**src/hw/rtl/lfcr_pkg.sv**
```systemverilog
// Shared types and codes for the length-framed command receiver.
package lfcr_pkg;

    // Input item actions
    localparam logic [1:0] ACT_BYTE    = 2'd0;
    localparam logic [1:0] ACT_TICK    = 2'd1;
    localparam logic [1:0] ACT_RELEASE = 2'd2;
    localparam logic [1:0] ACT_READ    = 2'd3;

    // Result status codes
    localparam logic [2:0] ST_NONE     = 3'd0;
    localparam logic [2:0] ST_ACCEPTED = 3'd1;
    localparam logic [2:0] ST_COMPLETE = 3'd2;
    localparam logic [2:0] ST_TIMEOUT  = 3'd3;
    localparam logic [2:0] ST_BAD_CMD  = 3'd4;

    // Configuration register indexes
    localparam logic [2:0] CFG_MASTER_MODE = 3'd0;
    localparam logic [2:0] CFG_TIMEOUT     = 3'd1;
    localparam logic [2:0] CFG_WRITE_CODE  = 3'd2;
    localparam logic [2:0] CFG_READ_CODE   = 3'd3;
    localparam logic [2:0] CFG_SETUP_CODE  = 3'd4;

    localparam logic [15:0] TIMEOUT_RESET = 16'd10000;
    localparam logic [6:0]  WRITE_RESET   = 7'd1;
    localparam logic [6:0]  READ_RESET    = 7'd2;
    localparam logic [6:0]  SETUP_RESET   = 7'd3;
    localparam logic [7:0]  CMD_MASK      = 8'h7F;
    localparam logic [15:0] GAP_MAX       = 16'hFFFF;

    // Control from the parser to the frame bank store, one set per item
    typedef struct packed {
        logic step;
        logic wr_en;
        logic wr_bank;
        logic clr_en;
        logic clr_bank;
        logic rd_en;
        logic rd_bank;
    } lfcr_bank_ctl_t;

endpackage

```
**src/hw/rtl/length_framed_command_receiver.sv**
```systemverilog
// Top level of the length-framed command receiver.
// Takes one item per clock and gives its result in the cycle after acceptance;
// in_ready drops only while a result is held and out_ready is low. Each item
// does one header compare and at most one access to the single-port-per-side
// frame store of 2 x 2**PW bytes, which sets the one-item-per-cycle rate.
// Clearing a bank at frame end only zeroes its fill mark; a fill mark per bank
// stands in for the cleared contents, so there is no clearing pass after reset.
// Configuration writes are always taken and must only be made while idle.
module length_framed_command_receiver #(
    parameter int BANK_BYTES = 256
) (
    input  logic        clk,
    input  logic        rst_n,
    input  logic        in_valid,
    output logic        in_ready,
    input  logic [1:0]  action,
    input  logic [7:0]  rx_byte,
    input  logic [7:0]  read_index,
    output logic        out_valid,
    input  logic        out_ready,
    output logic [2:0]  status,
    output logic [7:0]  echo_byte,
    output logic [7:0]  byte_position,
    output logic        request_pending,
    output logic        reply_pending,
    output logic [7:0]  read_data,
    input  logic        cfg_valid,
    output logic        cfg_ready,
    input  logic [2:0]  cfg_index,
    input  logic [15:0] cfg_data
);

    localparam int PW = $clog2(BANK_BYTES);

    typedef enum logic [1:0] {
        PH_LENGTH,
        PH_FUNC,
        PH_CMD,
        PH_PAYLOAD
    } phase_t;

    phase_t         phase_reg, phase_next;
    logic [7:0]     count_reg, count_next, count_plus;
    logic [PW-1:0]  pos_reg, pos_next, pos_plus;
    logic [7:0]     exp_len_reg, exp_len_next;
    logic [15:0]    gap_reg, gap_next;
    logic           wbank_reg, wbank_next;
    logic           dbank_reg, dbank_next;
    logic           req_reg, req_next;
    logic           rep_reg, rep_next;

    logic           master_reg;
    logic [15:0]    timeout_reg;
    logic [6:0]     write_code_reg, read_code_reg, setup_code_reg;

    logic           out_valid_reg;
    logic [2:0]     status_reg, status_next;
    logic [7:0]     echo_reg, echo_next;
    logic [7:0]     bpos_reg, bpos_next;

    logic           accept;
    logic           late;
    logic           code_ok;
    logic [6:0]     cmd;
    logic [11:0]    rem;
    logic [PW-1:0]  rd_pos;
    lfcr_pkg::lfcr_bank_ctl_t ctl;

    assign in_ready  = !out_valid_reg || out_ready;
    assign accept    = in_valid && in_ready;
    assign cfg_ready = 1'b1;

    assign cmd      = 7'(rx_byte & lfcr_pkg::CMD_MASK);
    assign late     = gap_reg > timeout_reg;
    assign code_ok  = (cmd == write_code_reg) || (cmd == read_code_reg)
                   || (cmd == setup_code_reg);
    assign count_plus = count_reg + 8'd1;
    // The store position follows the byte count modulo the bank size, so it
    // also returns to zero when the 8-bit count wraps.
    assign pos_plus   = (pos_reg == PW'(BANK_BYTES - 1) || count_reg == 8'hFF)
                      ? '0 : pos_reg + 1'b1;

    // read_index reduced modulo the bank size by conditional subtraction
    always_comb
    begin
        rem = 12'(read_index);
        for (int k = 3; k >= 0; k--)
        begin
            if (rem >= 12'(BANK_BYTES * (2 ** k)))
            begin
                rem = rem - 12'(BANK_BYTES * (2 ** k));
            end
        end
        rd_pos = rem[PW-1:0];
    end

    always_comb
    begin
        phase_next   = phase_reg;
        count_next   = count_reg;
        pos_next     = pos_reg;
        exp_len_next = exp_len_reg;
        gap_next     = gap_reg;
        wbank_next   = wbank_reg;
        dbank_next   = dbank_reg;
        req_next     = req_reg;
        rep_next     = rep_reg;
        status_next  = lfcr_pkg::ST_NONE;
        echo_next    = 8'd0;
        bpos_next    = 8'd0;
        ctl          = '0;
        ctl.step     = accept;
        ctl.wr_bank  = wbank_reg;
        ctl.clr_bank = !wbank_reg;
        ctl.rd_bank  = dbank_reg;

        unique case (action)
            lfcr_pkg::ACT_BYTE:
            begin
                unique case (phase_reg)
                    PH_LENGTH:
                    begin
                        ctl.wr_en    = 1'b1;
                        count_next   = count_plus;
                        pos_next     = pos_plus;
                        exp_len_next = rx_byte;
                        phase_next   = PH_FUNC;
                        gap_next     = '0;
                        status_next  = lfcr_pkg::ST_ACCEPTED;
                        echo_next    = rx_byte;
                        bpos_next    = 8'(pos_reg);
                    end
                    PH_FUNC:
                    begin
                        if (late)
                        begin
                            status_next = lfcr_pkg::ST_TIMEOUT;
                        end
                        else
                        begin
                            ctl.wr_en   = 1'b1;
                            count_next  = count_plus;
                            pos_next    = pos_plus;
                            phase_next  = PH_CMD;
                            gap_next    = '0;
                            status_next = lfcr_pkg::ST_ACCEPTED;
                            echo_next   = rx_byte;
                            bpos_next   = 8'(pos_reg);
                        end
                    end
                    PH_CMD:
                    begin
                        // The command byte is stored unmasked even when dropped.
                        ctl.wr_en  = 1'b1;
                        count_next = count_plus;
                        pos_next   = pos_plus;
                        priority if (!code_ok)
                        begin
                            status_next = lfcr_pkg::ST_BAD_CMD;
                        end
                        else if (late)
                        begin
                            status_next = lfcr_pkg::ST_TIMEOUT;
                        end
                        else
                        begin
                            phase_next  = PH_PAYLOAD;
                            gap_next    = '0;
                            status_next = lfcr_pkg::ST_ACCEPTED;
                            echo_next   = 8'(cmd);
                            bpos_next   = 8'(pos_reg);
                        end
                    end
                    PH_PAYLOAD:
                    begin
                        ctl.wr_en   = 1'b1;
                        count_next  = count_plus;
                        pos_next    = pos_plus;
                        status_next = lfcr_pkg::ST_ACCEPTED;
                        echo_next   = rx_byte;
                        bpos_next   = 8'(pos_reg);
                        if (count_plus == exp_len_reg)
                        begin
                            phase_next  = PH_LENGTH;
                            if (master_reg)
                            begin
                                rep_next = 1'b1;
                            end
                            else
                            begin
                                req_next = 1'b1;
                            end
                            dbank_next  = wbank_reg;
                            wbank_next  = !wbank_reg;
                            ctl.clr_en  = 1'b1;
                            count_next  = '0;
                            pos_next    = '0;
                            status_next = lfcr_pkg::ST_COMPLETE;
                        end
                    end
                    default:
                    begin
                    end
                endcase
            end
            lfcr_pkg::ACT_TICK:
            begin
                if (gap_reg != lfcr_pkg::GAP_MAX)
                begin
                    gap_next = gap_reg + 16'd1;
                end
            end
            lfcr_pkg::ACT_RELEASE:
            begin
            end
            lfcr_pkg::ACT_READ:
            begin
                ctl.rd_en = 1'b1;
            end
            default:
            begin
            end
        endcase

        // Timeouts, bad commands and release all abandon the frame.
        if (status_next == lfcr_pkg::ST_TIMEOUT || status_next == lfcr_pkg::ST_BAD_CMD
            || action == lfcr_pkg::ACT_RELEASE)
        begin
            req_next     = 1'b0;
            rep_next     = 1'b0;
            count_next   = '0;
            pos_next     = '0;
            exp_len_next = '0;
            wbank_next   = 1'b0;
            phase_next   = PH_LENGTH;
        end
    end

    always_ff @(posedge clk or negedge rst_n)
    begin
        if (!rst_n)
        begin
            phase_reg      <= PH_LENGTH;
            count_reg      <= '0;
            pos_reg        <= '0;
            exp_len_reg    <= '0;
            gap_reg        <= '0;
            wbank_reg      <= 1'b0;
            dbank_reg      <= 1'b0;
            req_reg        <= 1'b0;
            rep_reg        <= 1'b0;
            out_valid_reg  <= 1'b0;
            master_reg     <= 1'b0;
            timeout_reg    <= lfcr_pkg::TIMEOUT_RESET;
            write_code_reg <= lfcr_pkg::WRITE_RESET;
            read_code_reg  <= lfcr_pkg::READ_RESET;
            setup_code_reg <= lfcr_pkg::SETUP_RESET;
        end
        else
        begin
            if (accept)
            begin
                phase_reg   <= phase_next;
                count_reg   <= count_next;
                pos_reg     <= pos_next;
                exp_len_reg <= exp_len_next;
                gap_reg     <= gap_next;
                wbank_reg   <= wbank_next;
                dbank_reg   <= dbank_next;
                req_reg     <= req_next;
                rep_reg     <= rep_next;
            end
            if (accept)
            begin
                out_valid_reg <= 1'b1;
            end
            else if (out_ready)
            begin
                out_valid_reg <= 1'b0;
            end
            if (cfg_valid)
            begin
                unique case (cfg_index)
                    lfcr_pkg::CFG_MASTER_MODE: master_reg     <= cfg_data[0];
                    lfcr_pkg::CFG_TIMEOUT:     timeout_reg    <= cfg_data;
                    lfcr_pkg::CFG_WRITE_CODE:  write_code_reg <= cfg_data[6:0];
                    lfcr_pkg::CFG_READ_CODE:   read_code_reg  <= cfg_data[6:0];
                    lfcr_pkg::CFG_SETUP_CODE:  setup_code_reg <= cfg_data[6:0];
                    default:
                    begin
                    end
                endcase
            end
        end
    end

    always_ff @(posedge clk)
    begin
        if (accept)
        begin
            status_reg <= status_next;
            echo_reg   <= echo_next;
            bpos_reg   <= bpos_next;
        end
    end

    lfcr_frame_bank #(
        .BANK_BYTES (BANK_BYTES)
    ) u_bank (
        .clk     (clk),
        .rst_n   (rst_n),
        .ctl     (ctl),
        .wr_pos  (pos_reg),
        .wr_data (rx_byte),
        .rd_pos  (rd_pos),
        .rd_data (read_data)
    );

    assign out_valid       = out_valid_reg;
    assign status          = status_reg;
    assign echo_byte       = echo_reg;
    assign byte_position   = bpos_reg;
    assign request_pending = req_reg;
    assign reply_pending   = rep_reg;

endmodule

```
**src/hw/rtl/lfcr_frame_bank.sv**
```systemverilog
// Two-bank frame store with per-bank fill marks and a registered read port.
module lfcr_frame_bank #(
    parameter int BANK_BYTES = 256
) (
    input  logic                          clk,
    input  logic                          rst_n,
    input  lfcr_pkg::lfcr_bank_ctl_t      ctl,
    input  logic [$clog2(BANK_BYTES)-1:0] wr_pos,
    input  logic [7:0]                    wr_data,
    input  logic [$clog2(BANK_BYTES)-1:0] rd_pos,
    output logic [7:0]                    rd_data
);

    localparam int PW = $clog2(BANK_BYTES);

    logic [7:0]  mem [0:(2*(2**PW))-1];
    logic [PW:0] fill_reg [0:1];
    logic [PW:0] fill_next [0:1];
    logic [7:0]  q_reg;
    logic        hit_reg;
    logic        rd_hit;

    // Bytes are always written from position zero upwards after a clear, so
    // every entry at or above the fill mark still holds its cleared value.
    assign rd_hit = ctl.rd_en && ({1'b0, rd_pos} < fill_reg[ctl.rd_bank]);

    always_comb
    begin
        fill_next[0] = fill_reg[0];
        fill_next[1] = fill_reg[1];
        if (ctl.step && ctl.wr_en && ({1'b0, wr_pos} == fill_reg[ctl.wr_bank]))
        begin
            fill_next[ctl.wr_bank] = fill_reg[ctl.wr_bank] + 1'b1;
        end
        if (ctl.step && ctl.clr_en)
        begin
            fill_next[ctl.clr_bank] = '0;
        end
    end

    always_ff @(posedge clk or negedge rst_n)
    begin
        if (!rst_n)
        begin
            fill_reg[0] <= '0;
            fill_reg[1] <= '0;
            hit_reg     <= 1'b0;
        end
        else
        begin
            fill_reg[0] <= fill_next[0];
            fill_reg[1] <= fill_next[1];
            if (ctl.step)
            begin
                hit_reg <= rd_hit;
            end
        end
    end

    always_ff @(posedge clk)
    begin
        if (ctl.step && ctl.wr_en)
        begin
            mem[{ctl.wr_bank, wr_pos}] <= wr_data;
        end
        if (ctl.step && rd_hit)
        begin
            q_reg <= mem[{ctl.rd_bank, rd_pos}];
        end
    end

    assign rd_data = hit_reg ? q_reg : 8'd0;

endmodule

```
**config.mk**
```make
export PLATFORM = sky130hd
export DESIGN_NAME = length_framed_command_receiver
export DESIGN_NICKNAME = d
export VERILOG_FILES = /design/src/hw/rtl/lfcr_pkg.sv /design/src/hw/rtl/length_framed_command_receiver.sv /design/src/hw/rtl/lfcr_frame_bank.sv
export SDC_FILE = /design/constraint.sdc
export NUM_CORES = 2
export LEC_CHECK = 0
export BUFFER_PORTS_ARGS = -buffer_cell sky130_fd_sc_hd__buf_2
export CORE_ASPECT_RATIO = 0.8
export CORE_MARGIN = 3
export CORE_UTILIZATION = 60
export CTS_CLUSTER_SIZE = 14
export DETAILED_ROUTE_END_ITERATION = 8
export GPL_TIMING_DRIVEN = 1
export PLACE_DENSITY = 0.74
export RECOVER_POWER = 100
export SETUP_SLACK_MARGIN = 0.02
export SLEW_MARGIN = 30
export SYNTH_ARGS = -nofsm -noshare
export SYNTH_HDL_FRONTEND = slang
export SYNTH_SLANG_ARGS = --single-unit
export TNS_END_PERCENT = 20
```
**constraint.sdc**
```tcl
create_clock -name clk -period 11.15 [get_ports clk]
set_clock_uncertainty 0.15 [all_clocks]
set_input_delay 1.6725 -clock clk [delete_from_list [all_inputs] [get_ports clk]]
set_output_delay 1.6725 -clock clk [all_outputs]
set_load 0.1 [all_outputs]
```
==> metrics.md <==
| Metric | Value |
|---|---|
| Status | finished, violations left |
| Failing checks | max-capacitance violations, max-slew violations |
| Most common cell after layout, fill and taps aside | edfxtp_1 |
| Worst path bufs/invs | 4 |
| Reg2reg start | timeout_reg[10]$_DFFE_PN1P_ |
| Worst Setup SP | timeout_reg[10]$_DFFE_PN1P_ |
| WP data required | 11,360 ps |
| Sequential share of power | 54.7% |
| Share of layout cells above drive strength 1 | 25.2% |
| Core Area | 0.272 sq mm |
| Drt initial violations | 11,700 |
| Placer congestion estimate | 0.838 |
| Cts bufs inserted | 391 |
| Synth Instances | 7,307 |
| Cell Chain, Critical Path | inv_1 -> ha_1 -> nand4_1 -> nor4_1 -> a21bo_1 -> a31oi_1 -> clkbuf_1 -> a21oi_1 -> clkbuf_1 -> nand3_1 -> clkbuf_1 -> nor2_1 |
| Reg2Reg Depth | 12 |
| Ys async rst share | 2.46% |
| Dpl hpwl | 221 mm |
| Slew margin rel. | -272% |
| Die span in x | 591 um |
| Max stage delay on crit path | 2570 ps |
| # Post-CTS Setup Buffers | 0 |
| Sw frac | 21.5% |
| CTS root buffer | clkbuf_16 |
| Area Overhead vs Synth | 9.93% |
| Initial antenna violation count | 22 |
| Slew @ Worst Pin | 5580 ps |
| Final Hold Viols | 0 |
| RSZ-0062 raised after global routing | false |
| Clock buffer depth | 4 |
| Worst vdd rail ir drop | 0.164 mV |
| Sum Neg Setup Slack | 0 ps |
| Post-synthesis cell type count | 66 |
| Max FFs per register | 4,096 |
| Synth Net Count | 7,383 |
| EDFF count, synth | 4,123 |
| Fillers | 16,600 |
| Clock sink count | 4,227 |
| Routed Antenna Nets | 0 |
| Avg Cell Area, Syn | 22.5 sq um |
| Layout Nets | 7,534 |
| Most frequent CP cell | clkbuf_1 |
| Cell count along the critical path | 12 |
| Fmax | 0.117 GHz |
| Finished Layout Cells | 11,400 |
| Power Density | 178 mW/mm^2 |
| # DRC | 0 |
| Global route overflow | 0 |
| IO Pins | 74 |
| FF/Latch Area | 0.126 sq mm |
| Crit path kind | reg2reg |
| Area of the multi-input gates | 0.0363 sq mm |
| Post-DR wirelength/cell | 34.3 um |
| Die area | 0.281 sq mm |
| Commonest non-fill, non-tap cells in the layout | edfxtp_1 (4,123), mux4_2 (1,280), nor2_1 (574) |
| Net Switching | 6.91 mW |
| Hold WC Path Type | reg2reg |
| Worst-path maximum fanout | 20 |
| Tot GR Track Use | 28.3% |
| Mapped cell area | 0.165 sq mm |
| Maxcap violations | 46 |
| Dpl cells | 10,700 |
| Vias per cell | 6.91 |
| Sequential share of the synthesized area | 76.8% |
| Final worst path period share | 76.5% |
| Internal power | 25.2 mW |
| Hold path cells | 2 |
| Initial core utilization | 60.4% |
| Rows | 171 |
| Endpoint class of the critical path | register |
| CTS tree | done |
| Final Setup Violations | 0 |
| H-tree depth | 5 |
| Final critical-path required period | 8530 ps |
| Clock power frac | 39.5% |
| Top delay family on crit path | buffers and inverters |
| YS warnings | 0 |
| Global-route wire length before repair | 569 mm |
| DRT Wirelength | 391 mm |
| P_leak | 55.4 nW |
| Area share of the largest cell type after synthesis | 75.3% |
| Largest net degree at the start of global routing | 238 |
| #FFs+latches synth | 4,227 |
| Port bufs | 72 |
| Worst hold start | timeout_reg[4]$_DFFE_PN1P_ |
| CP max-delay cell | clkbuf_1 |
| Worst-skew pair later-pin latency | 900 ps |
| Worst-path clk slew | 60 ps |
| Pins over their slew limit | 2,058 |
| CP Data Arrival Time | 8740 ps |
| Top cells by area, synth | edfxtp_1 (75%), mux4_2 (18%), dfrtp_1 (1.4%) |
| Vias in the first global route | 78,300 |
| Vias | 78,800 |
| Die Ht | 474 um |
| TritonRoute pass-1 iters | 8 |
| Most common flop cell mapped by yosys | edfxtp_1 |
| Combinational share of power | 5.8% |
| Crit start category | register |
| Top cell type by total area after synthesis | edfxtp_1 |
| Resized cells post-CTS | 0 |
| CTS Hold Bufs | 0 |
[power groups by stage]
stage	combinational, mW	clock, mW	sequential, mW
floorplan	1.05	0	17.9
global placement	1.82	0	17.9
detailed placement	1.86	0	17.9
CTS	1.87	12.8	17.6
global route	1.97	13.4	17.6
finish	1.86	12.7	17.6
[tightest hold or removal path: cells and delay by family (launching register included)]
kind / cells / cell delay [ps]
AOI/OAI and AO/OA: 1 / 80
DFF: 1 / 360
buffers and inverters: 1 / 60
[final cells by class]
class                           instances  share of cell area, %
Sequential cell                      4227                   69.9
Timing Repair Buffer                  192                  0.825
Inverter                               35                 0.0726
Clock inverter                        197                  0.882
Antenna cell                            8                 0.0111
Tap cell                             3633                   2.51
Multi-Input combinational cell       2611                   20.1
Clock buffer                          493                   5.70
[cell families (layout without fill, tap and decap cells)]
group                      after synthesis  count (layout)  synth area share, %
AOI/OAI and AO/OA                      314             314                 1.31
xor gates and xnor gates                61              61                0.351
adders and majority gates               34              34                0.259
buffers and inverters                  469             917                 1.16
DFF                                   4227            4227                 76.8
muxes                                 1331            1331                 17.9
other                                    1               9              0.00228
and+or+nand+nor                        870             870                 2.21
[stage by stage]
step / util (%) / power [mW] / hold slack (ps) / setup WS, ps / area, sq um
after detailed placement: 62.2 / 19.8 / 351 / 4550 / 169000
final: 66.4 / 32.2 / 359 / 2620 / 181000
after CTS: 66.6 / 32.3 / 359 / 5510 / 181000
after floorplan: - / 19.0 / 313 / 5660 / 165000
after global routing: 66.4 / 33.0 / 391 / 2560 / 181000
after global placement: 62.1 / 19.7 / 335 / 4470 / 169000
[layer usage]
metal | wire (um) | GRT usage [%]
met3 | 45300 | 6.83
met5 | 13 | 0
met4 | 12200 | 8.19
met2 | 184000 | 42.5
met1 | 149000 | 42.3
[final timing paths]
check	endpoint	slack, ps
worst max-delay path	u_bank.mem[65][6]$_DFFE_PP_	2620
worst min-delay path	timeout_reg[4]$_DFFE_PN1P_	360
worst max register to register	u_bank.mem[65][6]$_DFFE_PP_	2620
worst min register to register	timeout_reg[4]$_DFFE_PN1P_	360
max in group asynchronous	dbank_reg$_DFFE_PN0P_	5100
min in group asynchronous	read_code_reg[6]$_DFFE_PN0P_	1470
[cells in the mapped netlist (all sizes together) (2+ instances only)]
| library cell | instances |
|---|---|
| nor3b | 7 |
| a2bb2oi | 2 |
| clkbuf | 279 |
| dfrtp | 95 |
| nand2b | 9 |
| o211ai | 3 |
| o31ai | 4 |
| o21a | 4 |
| edfxtp | 4123 |
| mux4 | 1280 |
| mux2i | 26 |
| ha | 34 |
| a21o | 6 |
| a21oi | 55 |
| a22o | 44 |
| a221oi | 10 |
| and4 | 2 |
| mux2 | 25 |
| nand3 | 29 |
| nand2 | 128 |
| a211oi | 4 |
| inv | 34 |
| nor2 | 576 |
| a31oi | 13 |
| nor4 | 11 |
| or3 | 4 |
| xnor2 | 32 |
| nor2b | 12 |
| or2 | 3 |
| nor3 | 40 |
| nand4 | 11 |
| o21ai | 65 |
| and3 | 21 |
| buf | 155 |
| a22oi | 80 |
| a221o | 3 |
| xor3 | 2 |
| and2 | 14 |
| dfstp | 9 |
| o22ai | 9 |
| o21bai | 2 |
| xor2 | 26 |
(Power assumes the default switching activity.)
